### src/rtl/core/assert_macros.svh
// Assertion macros shared by the RTL of the subrecord deframer.
// Define ASSERT_OFF to compile every check away.
`ifndef ASSERT_MACROS_SVH
`define ASSERT_MACROS_SVH

`ifndef ASSERT_OFF
// Check a clocked property, held off while reset is asserted.
`define ASSERT_CLK(label, clk, rst_n, prop, msg) \
  label: assert property (@(posedge clk) disable iff (!rst_n) prop) else $error(msg);
// Check that a condition never holds at a clock edge outside reset.
`define ASSERT_NEVER(label, clk, rst_n, cond, msg) \
  label: assert property (@(posedge clk) disable iff (!rst_n) !(cond)) else $error(msg);
`else
`define ASSERT_CLK(label, clk, rst_n, prop, msg)
`define ASSERT_NEVER(label, clk, rst_n, cond, msg)
`endif

`endif

### src/rtl/core/sdf_pkg.sv
// Package for the subrecord stream deframer: beat types, phase codes, tag constant.
// No dependencies.
`timescale 1ns / 1ps

package sdf_pkg;

  localparam int unsigned TagW = 32;
  localparam int unsigned LenW = 32;

  // Tag that carries a size for the next subrecord instead of reporting itself.
  localparam logic [TagW-1:0] OverrideTag = 32'h5858_5858;

  typedef enum logic [3:0] {
    PH_TAG = 4'b0001,
    PH_LEN = 4'b0010,
    PH_PAY = 4'b0100,
    PH_OVR = 4'b1000
  } phase_e;

  typedef struct packed {
    logic [7:0] data_byte;
    logic       block_end;
  } in_item_t;

  typedef struct packed {
    logic [TagW-1:0] sub_tag;
    logic [LenW-1:0] sub_length;
    logic [7:0]      payload_byte;
    logic            has_byte;
    logic            first_byte;
    logic            last_byte;
    logic            empty_sub;
    logic            truncated;
  } out_item_t;

endpackage

### src/rtl/core/subrecord_stream_deframer_top.sv
// Subrecord stream deframer, top level and only module.
// Depends on sdf_pkg and assert_macros.svh.
`timescale 1ns / 1ps
`include "assert_macros.svh"

// Usage:
//   Input channel (in_valid_i / in_stall_o / in_data_i) carries one byte of a
//   record data block per beat; block_end marks the last byte of the block.
//   Output channel (out_valid_o / out_stall_i / out_data_o) carries at most one
//   result beat per input beat: a payload byte tagged with its subrecord tag and
//   length in effect, an empty-subrecord marker, or a truncation report.
//   Header bytes and "XXXX" size overrides produce no output beat.
//   A result is loaded into the output register when its input beat is
//   accepted. Throughput: one byte per cycle while the input is not stalled,
//   set by the single registered pass (tag/length assembly, one 32-bit decrement and compare).
//   The input is stalled only while a result sits in the output register and
//   the receiver stalls it; the result register then holds its beat unchanged.
//   Reset clears the parser to the tag phase with no pending override and an
//   empty output register. Every beat flagged block_end also returns the parser
//   to that state, after reporting truncation if the block ended mid header,
//   mid payload or mid override size.
module subrecord_stream_deframer_top
  import sdf_pkg::*;
(
  input  logic      clk_i,
  input  logic      rst_ni,
  input  logic      in_valid_i,
  output logic      in_stall_o,
  input  in_item_t  in_data_i,
  output logic      out_valid_o,
  input  logic      out_stall_i,
  output out_item_t out_data_o
);

  // Parser state
  phase_e          phase_q, phase_d;
  logic [1:0]      hc_q, hc_d;          // byte count within the current header field
  logic [TagW-1:0] tag_q, tag_d;
  logic [LenW-1:0] len_q, len_d;        // length in effect for the current subrecord
  logic [LenW-1:0] rem_q, rem_d;        // payload bytes still to come
  logic [LenW-1:0] ovr_q, ovr_d;        // pending size override, zero if none
  logic            inovr_q, inovr_d;    // header being read is an override header

  // Result register
  logic      out_valid_q;
  out_item_t out_q;

  out_item_t       res;
  logic            res_valid;
  logic            in_fire;
  logic [TagW-1:0] byte_word;           // incoming byte placed at its header lane
  logic [LenW-1:0] len_eff;

  // Stall only when the result register is full and the receiver holds it.
  assign in_stall_o  = out_valid_q & out_stall_i;
  assign in_fire     = in_valid_i & ~in_stall_o;
  assign out_valid_o = out_valid_q;
  assign out_data_o  = out_q;

  assign byte_word = TagW'(in_data_i.data_byte) << {hc_q, 3'b000};

  always_comb begin
    phase_d   = phase_q;
    hc_d      = hc_q;
    tag_d     = tag_q;
    len_d     = len_q;
    rem_d     = rem_q;
    ovr_d     = ovr_q;
    inovr_d   = inovr_q;
    res       = '0;
    res_valid = 1'b0;
    len_eff   = '0;

    case (phase_q)
      PH_TAG: begin
        // Assemble the tag, first character in the low byte.
        tag_d = ((hc_q == 2'd0) ? '0 : tag_q) | byte_word;
        hc_d  = hc_q + 2'd1;
        if (hc_q == 2'd3) begin
          phase_d = PH_LEN;
          inovr_d = (tag_d == OverrideTag);
        end
      end
      PH_LEN: begin
        if (hc_q == 2'd0) begin
          len_d = LenW'(in_data_i.data_byte);
          hc_d  = 2'd1;
        end else begin
          hc_d = 2'd0;
          if (inovr_q) begin
            // Override header: its own length is ignored, four size bytes follow.
            len_d   = LenW'({in_data_i.data_byte, len_q[7:0]});
            ovr_d   = '0;
            phase_d = PH_OVR;
          end else begin
            // A nonzero pending override replaces the length, then is consumed.
            len_eff = (ovr_q != '0) ? ovr_q : LenW'({in_data_i.data_byte, len_q[7:0]});
            len_d   = len_eff;
            ovr_d   = '0;
            if (len_eff == '0) begin
              res.sub_tag   = tag_q;
              res.empty_sub = 1'b1;
              res_valid     = 1'b1;
              phase_d       = PH_TAG;
            end else begin
              rem_d   = len_eff;
              phase_d = PH_PAY;
            end
          end
        end
      end
      PH_PAY: begin
        res.sub_tag      = tag_q;
        res.sub_length   = len_q;
        res.payload_byte = in_data_i.data_byte;
        res.has_byte     = 1'b1;
        res.first_byte   = (rem_q == len_q);
        res.last_byte    = (rem_q == LenW'(1));
        res_valid        = 1'b1;
        rem_d            = rem_q - LenW'(1);
        if (rem_q == LenW'(1)) begin
          phase_d = PH_TAG;
        end
      end
      PH_OVR: begin
        ovr_d = ovr_q | byte_word;
        hc_d  = hc_q + 2'd1;
        if (hc_q == 2'd3) begin
          phase_d = PH_TAG;
          inovr_d = 1'b0;
        end
      end
      default: begin
        phase_d = PH_TAG;
        hc_d    = 2'd0;
      end
    endcase

    if (in_data_i.block_end) begin
      // Report truncation unless the block ended on a subrecord boundary.
      if (!(phase_d == PH_TAG && hc_d == 2'd0)) begin
        res           = '0;
        res.truncated = 1'b1;
        res_valid     = 1'b1;
      end
      phase_d = PH_TAG;
      hc_d    = 2'd0;
      tag_d   = '0;
      len_d   = '0;
      rem_d   = '0;
      ovr_d   = '0;
      inovr_d = 1'b0;
    end
  end

  // Advance the parser on every accepted beat.
  always_ff @(posedge clk_i or negedge rst_ni) begin
    if (!rst_ni) begin
      phase_q <= PH_TAG;
      hc_q    <= 2'd0;
      tag_q   <= '0;
      len_q   <= '0;
      rem_q   <= '0;
      ovr_q   <= '0;
      inovr_q <= 1'b0;
    end else if (in_fire) begin
      phase_q <= phase_d;
      hc_q    <= hc_d;
      tag_q   <= tag_d;
      len_q   <= len_d;
      rem_q   <= rem_d;
      ovr_q   <= ovr_d;
      inovr_q <= inovr_d;
    end
  end

  // Result register: load on accept, drop once the receiver takes the beat.
  always_ff @(posedge clk_i or negedge rst_ni) begin
    if (!rst_ni) begin
      out_valid_q <= 1'b0;
    end else if (in_fire) begin
      out_valid_q <= res_valid;
    end else if (!out_stall_i) begin
      out_valid_q <= 1'b0;
    end
  end

  always_ff @(posedge clk_i) begin
    if (in_fire && res_valid) begin
      out_q <= res;
    end
  end

  `ASSERT_NEVER(a_pay_rem_nonzero, clk_i, rst_ni, phase_q == PH_PAY && rem_q == '0, "payload phase with nothing remaining")
  `ASSERT_CLK(a_trunc_alone, clk_i, rst_ni, out_valid_q && out_q.truncated |-> !out_q.has_byte && out_q.sub_tag == '0, "truncation beat carries data")
  `ASSERT_CLK(a_end_clears, clk_i, rst_ni, in_fire && in_data_i.block_end |=> phase_q == PH_TAG && hc_q == 2'd0 && ovr_q == '0 && !inovr_q, "block end did not clear parser")
  `ASSERT_CLK(a_marks_need_byte, clk_i, rst_ni, out_valid_q && (out_q.first_byte || out_q.last_byte) |-> out_q.has_byte, "first/last mark without byte")
  `ASSERT_CLK(a_ovr_phase, clk_i, rst_ni, inovr_q |-> phase_q == PH_LEN || phase_q == PH_OVR, "override flag outside override header")

endmodule
### config.mk
export PLATFORM = sky130hd
export DESIGN_NAME = subrecord_stream_deframer_top
export DESIGN_NICKNAME = d
export VERILOG_FILES = /design/src/rtl/core/sdf_pkg.sv /design/src/rtl/core/subrecord_stream_deframer_top.sv
export VERILOG_INCLUDE_DIRS = /design/src /design/src/rtl/core
export SDC_FILE = /design/constraint.sdc
export NUM_CORES = 1
export LEC_CHECK = 0
export ABC_AREA = 0
export BUFFER_PORTS_ARGS = -buffer_cell sky130_fd_sc_hd__buf_4
export CAP_MARGIN = 20
export CORE_MARGIN = 2
export CORE_UTILIZATION = 54
export CTS_CLUSTER_DIAMETER = 60
export DETAILED_ROUTE_END_ITERATION = 10
export GPL_TIMING_DRIVEN = 0
export PLACE_DENSITY = 0.73
export SLEW_MARGIN = 10
export SYNTH_ARGS = -nofsm -noshare
export SYNTH_HDL_FRONTEND = slang
export SYNTH_SLANG_ARGS = --single-unit
### constraint.sdc
create_clock -name clk_i -period 10.8 [get_ports clk_i]
set_input_delay 1.62 -clock clk_i [delete_from_list [all_inputs] [get_ports clk_i]]
set_output_delay 1.62 -clock clk_i [all_outputs]
set_load 0.02 [all_outputs]
## After elaboration in Yosys (flattened, before gate mapping)

Cells that the tools add are included.
Widths: inputs -> output; s select.

| word-level totals | value |
|---|---|
| register bits | 213 |
| output and inout port bits | 79 |
| logic and storage cells | 106 |

| cells by class | value |
|---|---|
| add/subtract/negate cells | 2 |
| equal/unequal tests | 16 |
| shift operators | 1 |
| mux-type cells | 47 |
| bitwise logic cells | 5 |
| reductions and logical operators | 18 |

Operators with widths:

| operator | number |
|---|---|
| $mux 32 | 17 |
| $pmux 32 s2 | 3 |
| $mux 77 | 2 |
| $or 32x32->32 | 2 |
| $mux 43 | 1 |
| $eq 32x1->1 const B | 1 |
| $eq 32x31->1 const B | 1 |
| $eq 32x32->1 | 1 |
| $logic_not 32->1 | 1 |
| $reduce_bool 32->1 | 1 |
| $shl 8x5->32 | 1 |
| $sub 32x1->32 const B | 1 |
| $mux 4 | 6 |
| $pmux 4 s4 | 1 |
| $ne 3x3->1 const B | 5 |
| $mux 1 | 12 |
| $reduce_bool 3->1 | 3 |
| $eq 4x1->1 const B | 2 |
| $pmux 2 s3 | 1 |
| $reduce_and 3->1 | 2 |
| $reduce_and 5->1 | 1 |
| $eq 4x2->1 const B | 1 |
| $eq 4x3->1 const B | 1 |
| $eq 4x4->1 const B | 1 |
| 15 further kinds | 21 |

## Logic depth before layout (Yosys ltp)

| depth | value |
|---|---|
| depth in word-level cells | 12 |
| depth in mapped cells | 10 |
| mapped depth without buffers | 7 |

## Worst setup path before layout

OpenSTA, ideal clock, no wires.

| path | value |
|---|---|
| path type | input -> register |
| start point | in in_data_i[7] in the netlist's numbering |
| end point | reg out_q, in the netlist out_data_o[0] (enable) |
| data arrival time | 4.534 ns |
| setup slack | 5.817 ns |
| cell stages on the path | 5 |
| cell sequence | clkbuf_1 nor4_1 nand4_1 nor4_4 o31a_1 |

| on the way | value |
|---|---|
| word-level cells in the longest chain between the ends | 11 |

RTL lines:

| what | RTL line | RTL |
|---|---|---|
| start: declaration | subrecord_stream_deframer_top.sv:29 | `input in_item_t in_data_i,` |
| $mux 32 (*) | subrecord_stream_deframer_top.sv:97 | `len_eff = (ovr_q != '0) ? ovr_q : LenW'({in_data_i.data_byte, len_q[7:0]});` |
| $logic_not 32->1 (*) | subrecord_stream_deframer_top.sv:100 | `if (len_eff == '0) begin` |
| $mux 3 | subrecord_stream_deframer_top.sv:100 |  |
| $mux 4 | subrecord_stream_deframer_top.sv:90 | `if (inovr_q) begin` |
| $mux 4 | subrecord_stream_deframer_top.sv:85 | `if (hc_q == 2'd0) begin` |
| $pmux 4 s4 | subrecord_stream_deframer_top.sv:74 | `case (phase_q)` |
| $eq 4x1->1 | subrecord_stream_deframer_top.sv:141 | `if (!(phase_d == PH_TAG && hc_d == 2'd0)) begin` |
| $logic_and 1x1->1 | subrecord_stream_deframer_top.sv:141 |  |
| $mux 1 | subrecord_stream_deframer_top.sv:141 |  |
| $mux 1 (*) | subrecord_stream_deframer_top.sv:139 | `if (in_data_i.block_end) begin` |
| $logic_and 1x1->1 (*) | subrecord_stream_deframer_top.sv:189 | `if (in_fire && res_valid) begin` |
| end signal: assignment | subrecord_stream_deframer_top.sv:190 | `out_q <= res;` |
| end: declaration | subrecord_stream_deframer_top.sv:46 | `out_item_t out_q;` |

Every way passes the cells marked *; elsewhere a longest branch is shown, timed or not.
A chain may end at the register's enable or synchronous reset.

## Worst setup path in the final report

| path | value |
|---|---|
| start point | reg hc_q[0] |
| end point | reg out_q, in the netlist out_data_o[21] (enable) |

| on the way | value |
|---|---|
| word-level cells in the longest chain between the ends | 8 |

RTL lines:

| what | RTL line | RTL |
|---|---|---|
| start: declaration | subrecord_stream_deframer_top.sv:37 | `logic [1:0] hc_q, hc_d;` |
| start signal: assignment | subrecord_stream_deframer_top.sv:160 | `hc_q <= 2'd0;` |
| start signal: assignment | subrecord_stream_deframer_top.sv:168 | `hc_q <= hc_d;` |
| $eq 2x2->1 / $logic_not 2->1 (equally long branches) | subrecord_stream_deframer_top.sv:79, subrecord_stream_deframer_top.sv:128, subrecord_stream_deframer_top.sv:85 |  |
| $mux 4, or another cell as far along | subrecord_stream_deframer_top.sv:128 | `if (hc_q == 2'd3) begin` |
| $pmux 4 s4 / $pmux 2 s3 (equally long branches) | subrecord_stream_deframer_top.sv:74 |  |
| $eq 4x1->1 / $logic_not 2->1 (equally long branches) | subrecord_stream_deframer_top.sv:141 |  |
| $logic_and 1x1->1 | subrecord_stream_deframer_top.sv:141 |  |
| $mux 1 | subrecord_stream_deframer_top.sv:141 |  |
| $mux 1 (*) | subrecord_stream_deframer_top.sv:139 |  |
| $logic_and 1x1->1 (*) | subrecord_stream_deframer_top.sv:189 |  |

Marked as above.

==> out/summary.md <==
### Final layout
• highest-count cells in the layout ignoring fill and taps: 135 x dfrtp_1, 91 x buf_4, 77 x a21oi_1, 77 x edfxtp_1, 70 x nor2_1
• nets: 1,102
• fill cell instance count of the final layout: 1,570
• signed area change from the synthesized netlist to the final layout: 17.1%
• Non-Filler Cell Area, Final: 12,700 um2
• share of cells above drive strength 1: 21.4%
• commonest non-fill, non-tap cell in the layout: dfrtp_1
• diodes inserted: 0
• post-route insts no fill: 1,367

### Die
• area of the die: 21,300 um2
• horizontal extent of the die: 146 um
• Initial Utilization: 55.6%
• die height: 146 um
• standard-cell rows: 51
• Floorplan Core Area: 19,600 um2
• I/O pins: 92

### Synth
• number of warnings issued by yosys: 0
• Seq cells post-synth: 213
• leading cell types by total area after synthesis: dfrtp_1 31%, edfxtp_1 21%, nor3b_2 7.1%, a22o_1 4.2%, a21oi_1 3.5%
• unique cell type count in the Yosys netlist: 81
• Post-synth top flop: dfrtp_1
• sequential share of the synthesized area: 52.5%
• share of async-settable or async-resettable flops after synthesis: 63.8%
• number of enable flip-flop cells after synthesis: 77
• cell count after synthesis: 968
• Post-Synthesis Net Count: 985
• proportion of netlist area held by the largest area contributor: 31.0%
• average footprint of a synthesized cell: 11.2 um2
• biggest area consumer among synthesized cells: dfrtp_1
• Netlist Area Pre-Place: 10,900 um2

### CTS
• clock sinks: 213
• clock tree from TritonCTS: done
• CTS clk-pin slew, worst paths: 60 ps
• CTS Hold Bufs: 0
• # H-tree levels: 1
• number of gates resized after CTS: 0
• clock latency at the later pin of the worst-skew pair: 520 ps
• clock buffer depth: 3
• root buffer cell: clkbuf_16
• number of CTS-inserted buffers: 23
• post-CTS repair timing setup buffer count: 0

### Worst setup path
• Critical path origin: hc_q[0]$_DFFE_PN0P_
• FF-to-FF Start: hc_q[0]$_DFFE_PN0P_
• cell class contributing the biggest share of worst-path delay: buffers and inverters
• biggest cell delay along the critical path: 580 ps
• CP Launch Type: register
• arrival time at the worst endpoint: 4120 ps
• Req. time, crit path: 11,010 ps
• Slowest-stage cell, CP: o31a_2
• cell-by-cell listing of the critical path: inv_1, ha_1, clkbuf_1, nand3b_1, a21boi_0, o31ai_1, o21a_1, clkbuf_1, o31a_2, buf_12
• worst path buffer plus inverter count: 4
• most used cell, CP: clkbuf_1
• sort of element at the end of the critical path: register
• Crit Path Max Fanout: 40
• worst setup path class: reg2reg

### Drt
• Detail Route Antenna Nets: 0
• overall routed net length: 32.9 mm
• vias per cell: 6.53
• DRC violations left: 0
• Starting DRT DRC Count: 1,117
• Pre-antenna DRT Iters: 8
• number of vias in the routed layout: 8,926
• post-DR wirelength/cell: 24.1 um

### Place
• placed inst area: 12,000 um2
• Cell Count Post-Placement: 1,325
• routability congestion estimate: 0.964
• sum of net half-perimeters after detailed placement: 23.5 mm
• count of input and output buffers: 89

### STA
• final critical-path share of the clock period: 36.2%
• final-report max-slew violation count: 0
• unrepaired setup endpoints after global routing: no
• final setup vio count: 0
• Rel. slew slack: 30.2%
• clk_skew: 20.8 ps
• Slew @ Worst Pin: 1040 ps
• final hold viol count: 0
• min cycle time layout: 3910 ps
• Max Clk Rate: 256 MHz
• Post-Route Setup TNS: 0 ps

### Global route
• initial antenna violation count: 0
• maximum number of pins on one net before global-route repair: 75
• sum of overflow across all layers after global routing: 0
• global-route wire length before repair: 50.5 mm
• vias in the first global route: 8,423
• Total GRT Usage: 30.5%

### Hold path
• startpoint of the lowest-slack hold path: tag_q[16]$_DFFE_PN0P_
• Worst Hold Class: reg2reg

### Power and ir drop
• Worst VDD drop: 0.124 mV
• leakage component of the power: 5.13 nW
• sum of internal, switching and leakage power: 2.32 mW
• Power Dens Cells: 182 nW/um2

### Job
• number of violations of the max-capacitance limit: 0

### Outcome
• status: finished clean

## metrics by stage
stage                     util (%)  worst slack [ps]  hold WS (ps)
after global routing          65.0              6680           525
final                         65.0              6890           529
after detailed placement      61.1              6440           509
after floorplan                  -              5820           469
after CTS                     65.0              6980           522
after global placement        60.7              4500           502
## registers in the layout, summed over array words and instances (netlist names), 2 cells and up
signal,count
rem_q,32
phase_q,4
ovr_q,32
hc_q,2
len_q,32
tag_q,32
out_data_o,77
## worst reg2reg max path: stages, from the launching register on
cell,delay [ps]
dfrtp_1,450
inv_1,220
ha_1,200
clkbuf_1,400
nand3b_1,150
a21boi_0,150
o31ai_1,440
o21a_1,190
clkbuf_1,500
o31a_2,580
buf_12,300
## layout make-up
| class | count | area (um2) | share of cell area (%) |
|---|---|---|---|
| Timing Repair Buffer | 92 | 747 | 5.86 |
| Sequential cell | 213 | 5720 | 44.9 |
| Clock inverter | 11 | 165 | 1.30 |
| Tap cell | 265 | 332 | 2.60 |
| Multi-Input combinational cell | 659 | 4750 | 37.3 |
| Clock buffer | 31 | 606 | 4.75 |
| Buffer | 75 | 347 | 2.72 |
| Inverter | 21 | 78.8 | 0.619 |
## final timing paths
check,end,slack [ps],cells past startpoint
min,tag_q[16]$_DFFE_PN0P_,530,1
min reg2reg,tag_q[16]$_DFFE_PN0P_,530,1
min in group asynchronous,len_q[25]$_DFFE_PN0P_,1070,1
max reg2reg,out_data_o[21]$_DFFE_PP_,6890,10
max,out_data_o[21]$_DFFE_PP_,6890,10
max in group asynchronous,ovr_q[14]$_DFFE_PN0P_,8910,2
## synth_stat cells, types with 4 or more instances
cell	n
a211oi_1	9
a21boi_0	4
a21o_1	6
a21oi_1	77
a221o_1	4
a221oi_1	5
a22o_1	52
a31oi_1	7
a32oi_1	4
buf_2	7
buf_6	6
clkbuf_1	56
dfrtp_1	135
edfxtp_1	77
ha_1	4
inv_1	21
nand2_1	31
nand3_1	9
nand4_1	10
nor2_1	70
nor2b_1	12
nor3_1	28
nor3_2	7
nor3b_1	13
nor3b_2	62
nor4_1	37
o21a_1	6
o21ai_0	26
o21ai_1	11
o22ai_1	7
o2bb2ai_1	6
o31a_1	4
o31ai_1	34
or2_2	4
or3b_2	4
or4_1	10
xor2_1	32
## metal layers
metal  wire length (um)  global-route usage [%]
met5                  0                       0
met4               1070                    9.56
met3               4050                    9.31
met2              13800                    43.3
met1              14000                    45.1
## kinds of logic (layout without fill, tap and decap cells)
family	after synthesis	count (layout)	synth area share [%]
xor gates and xnor gates	33	33	2.66
AOI/OAI and AO/OA	291	291	18.9
buffers and inverters	96	230	3.91
muxes	5	5	0.609
DFF	213	213	52.5
and+or+nand+nor	326	326	20.9
adders and majority gates	4	4	0.460
## power by group
part           total (mW)  leakage [nW]  internal (mW)  switching [mW]
clock network       0.812         0.366          0.491           0.321
logic               0.516          2.16          0.175           0.341
registers           0.992          2.61          0.919          0.0737
total                2.32          5.13           1.58           0.735
Power figures use the tool's default switching activity.
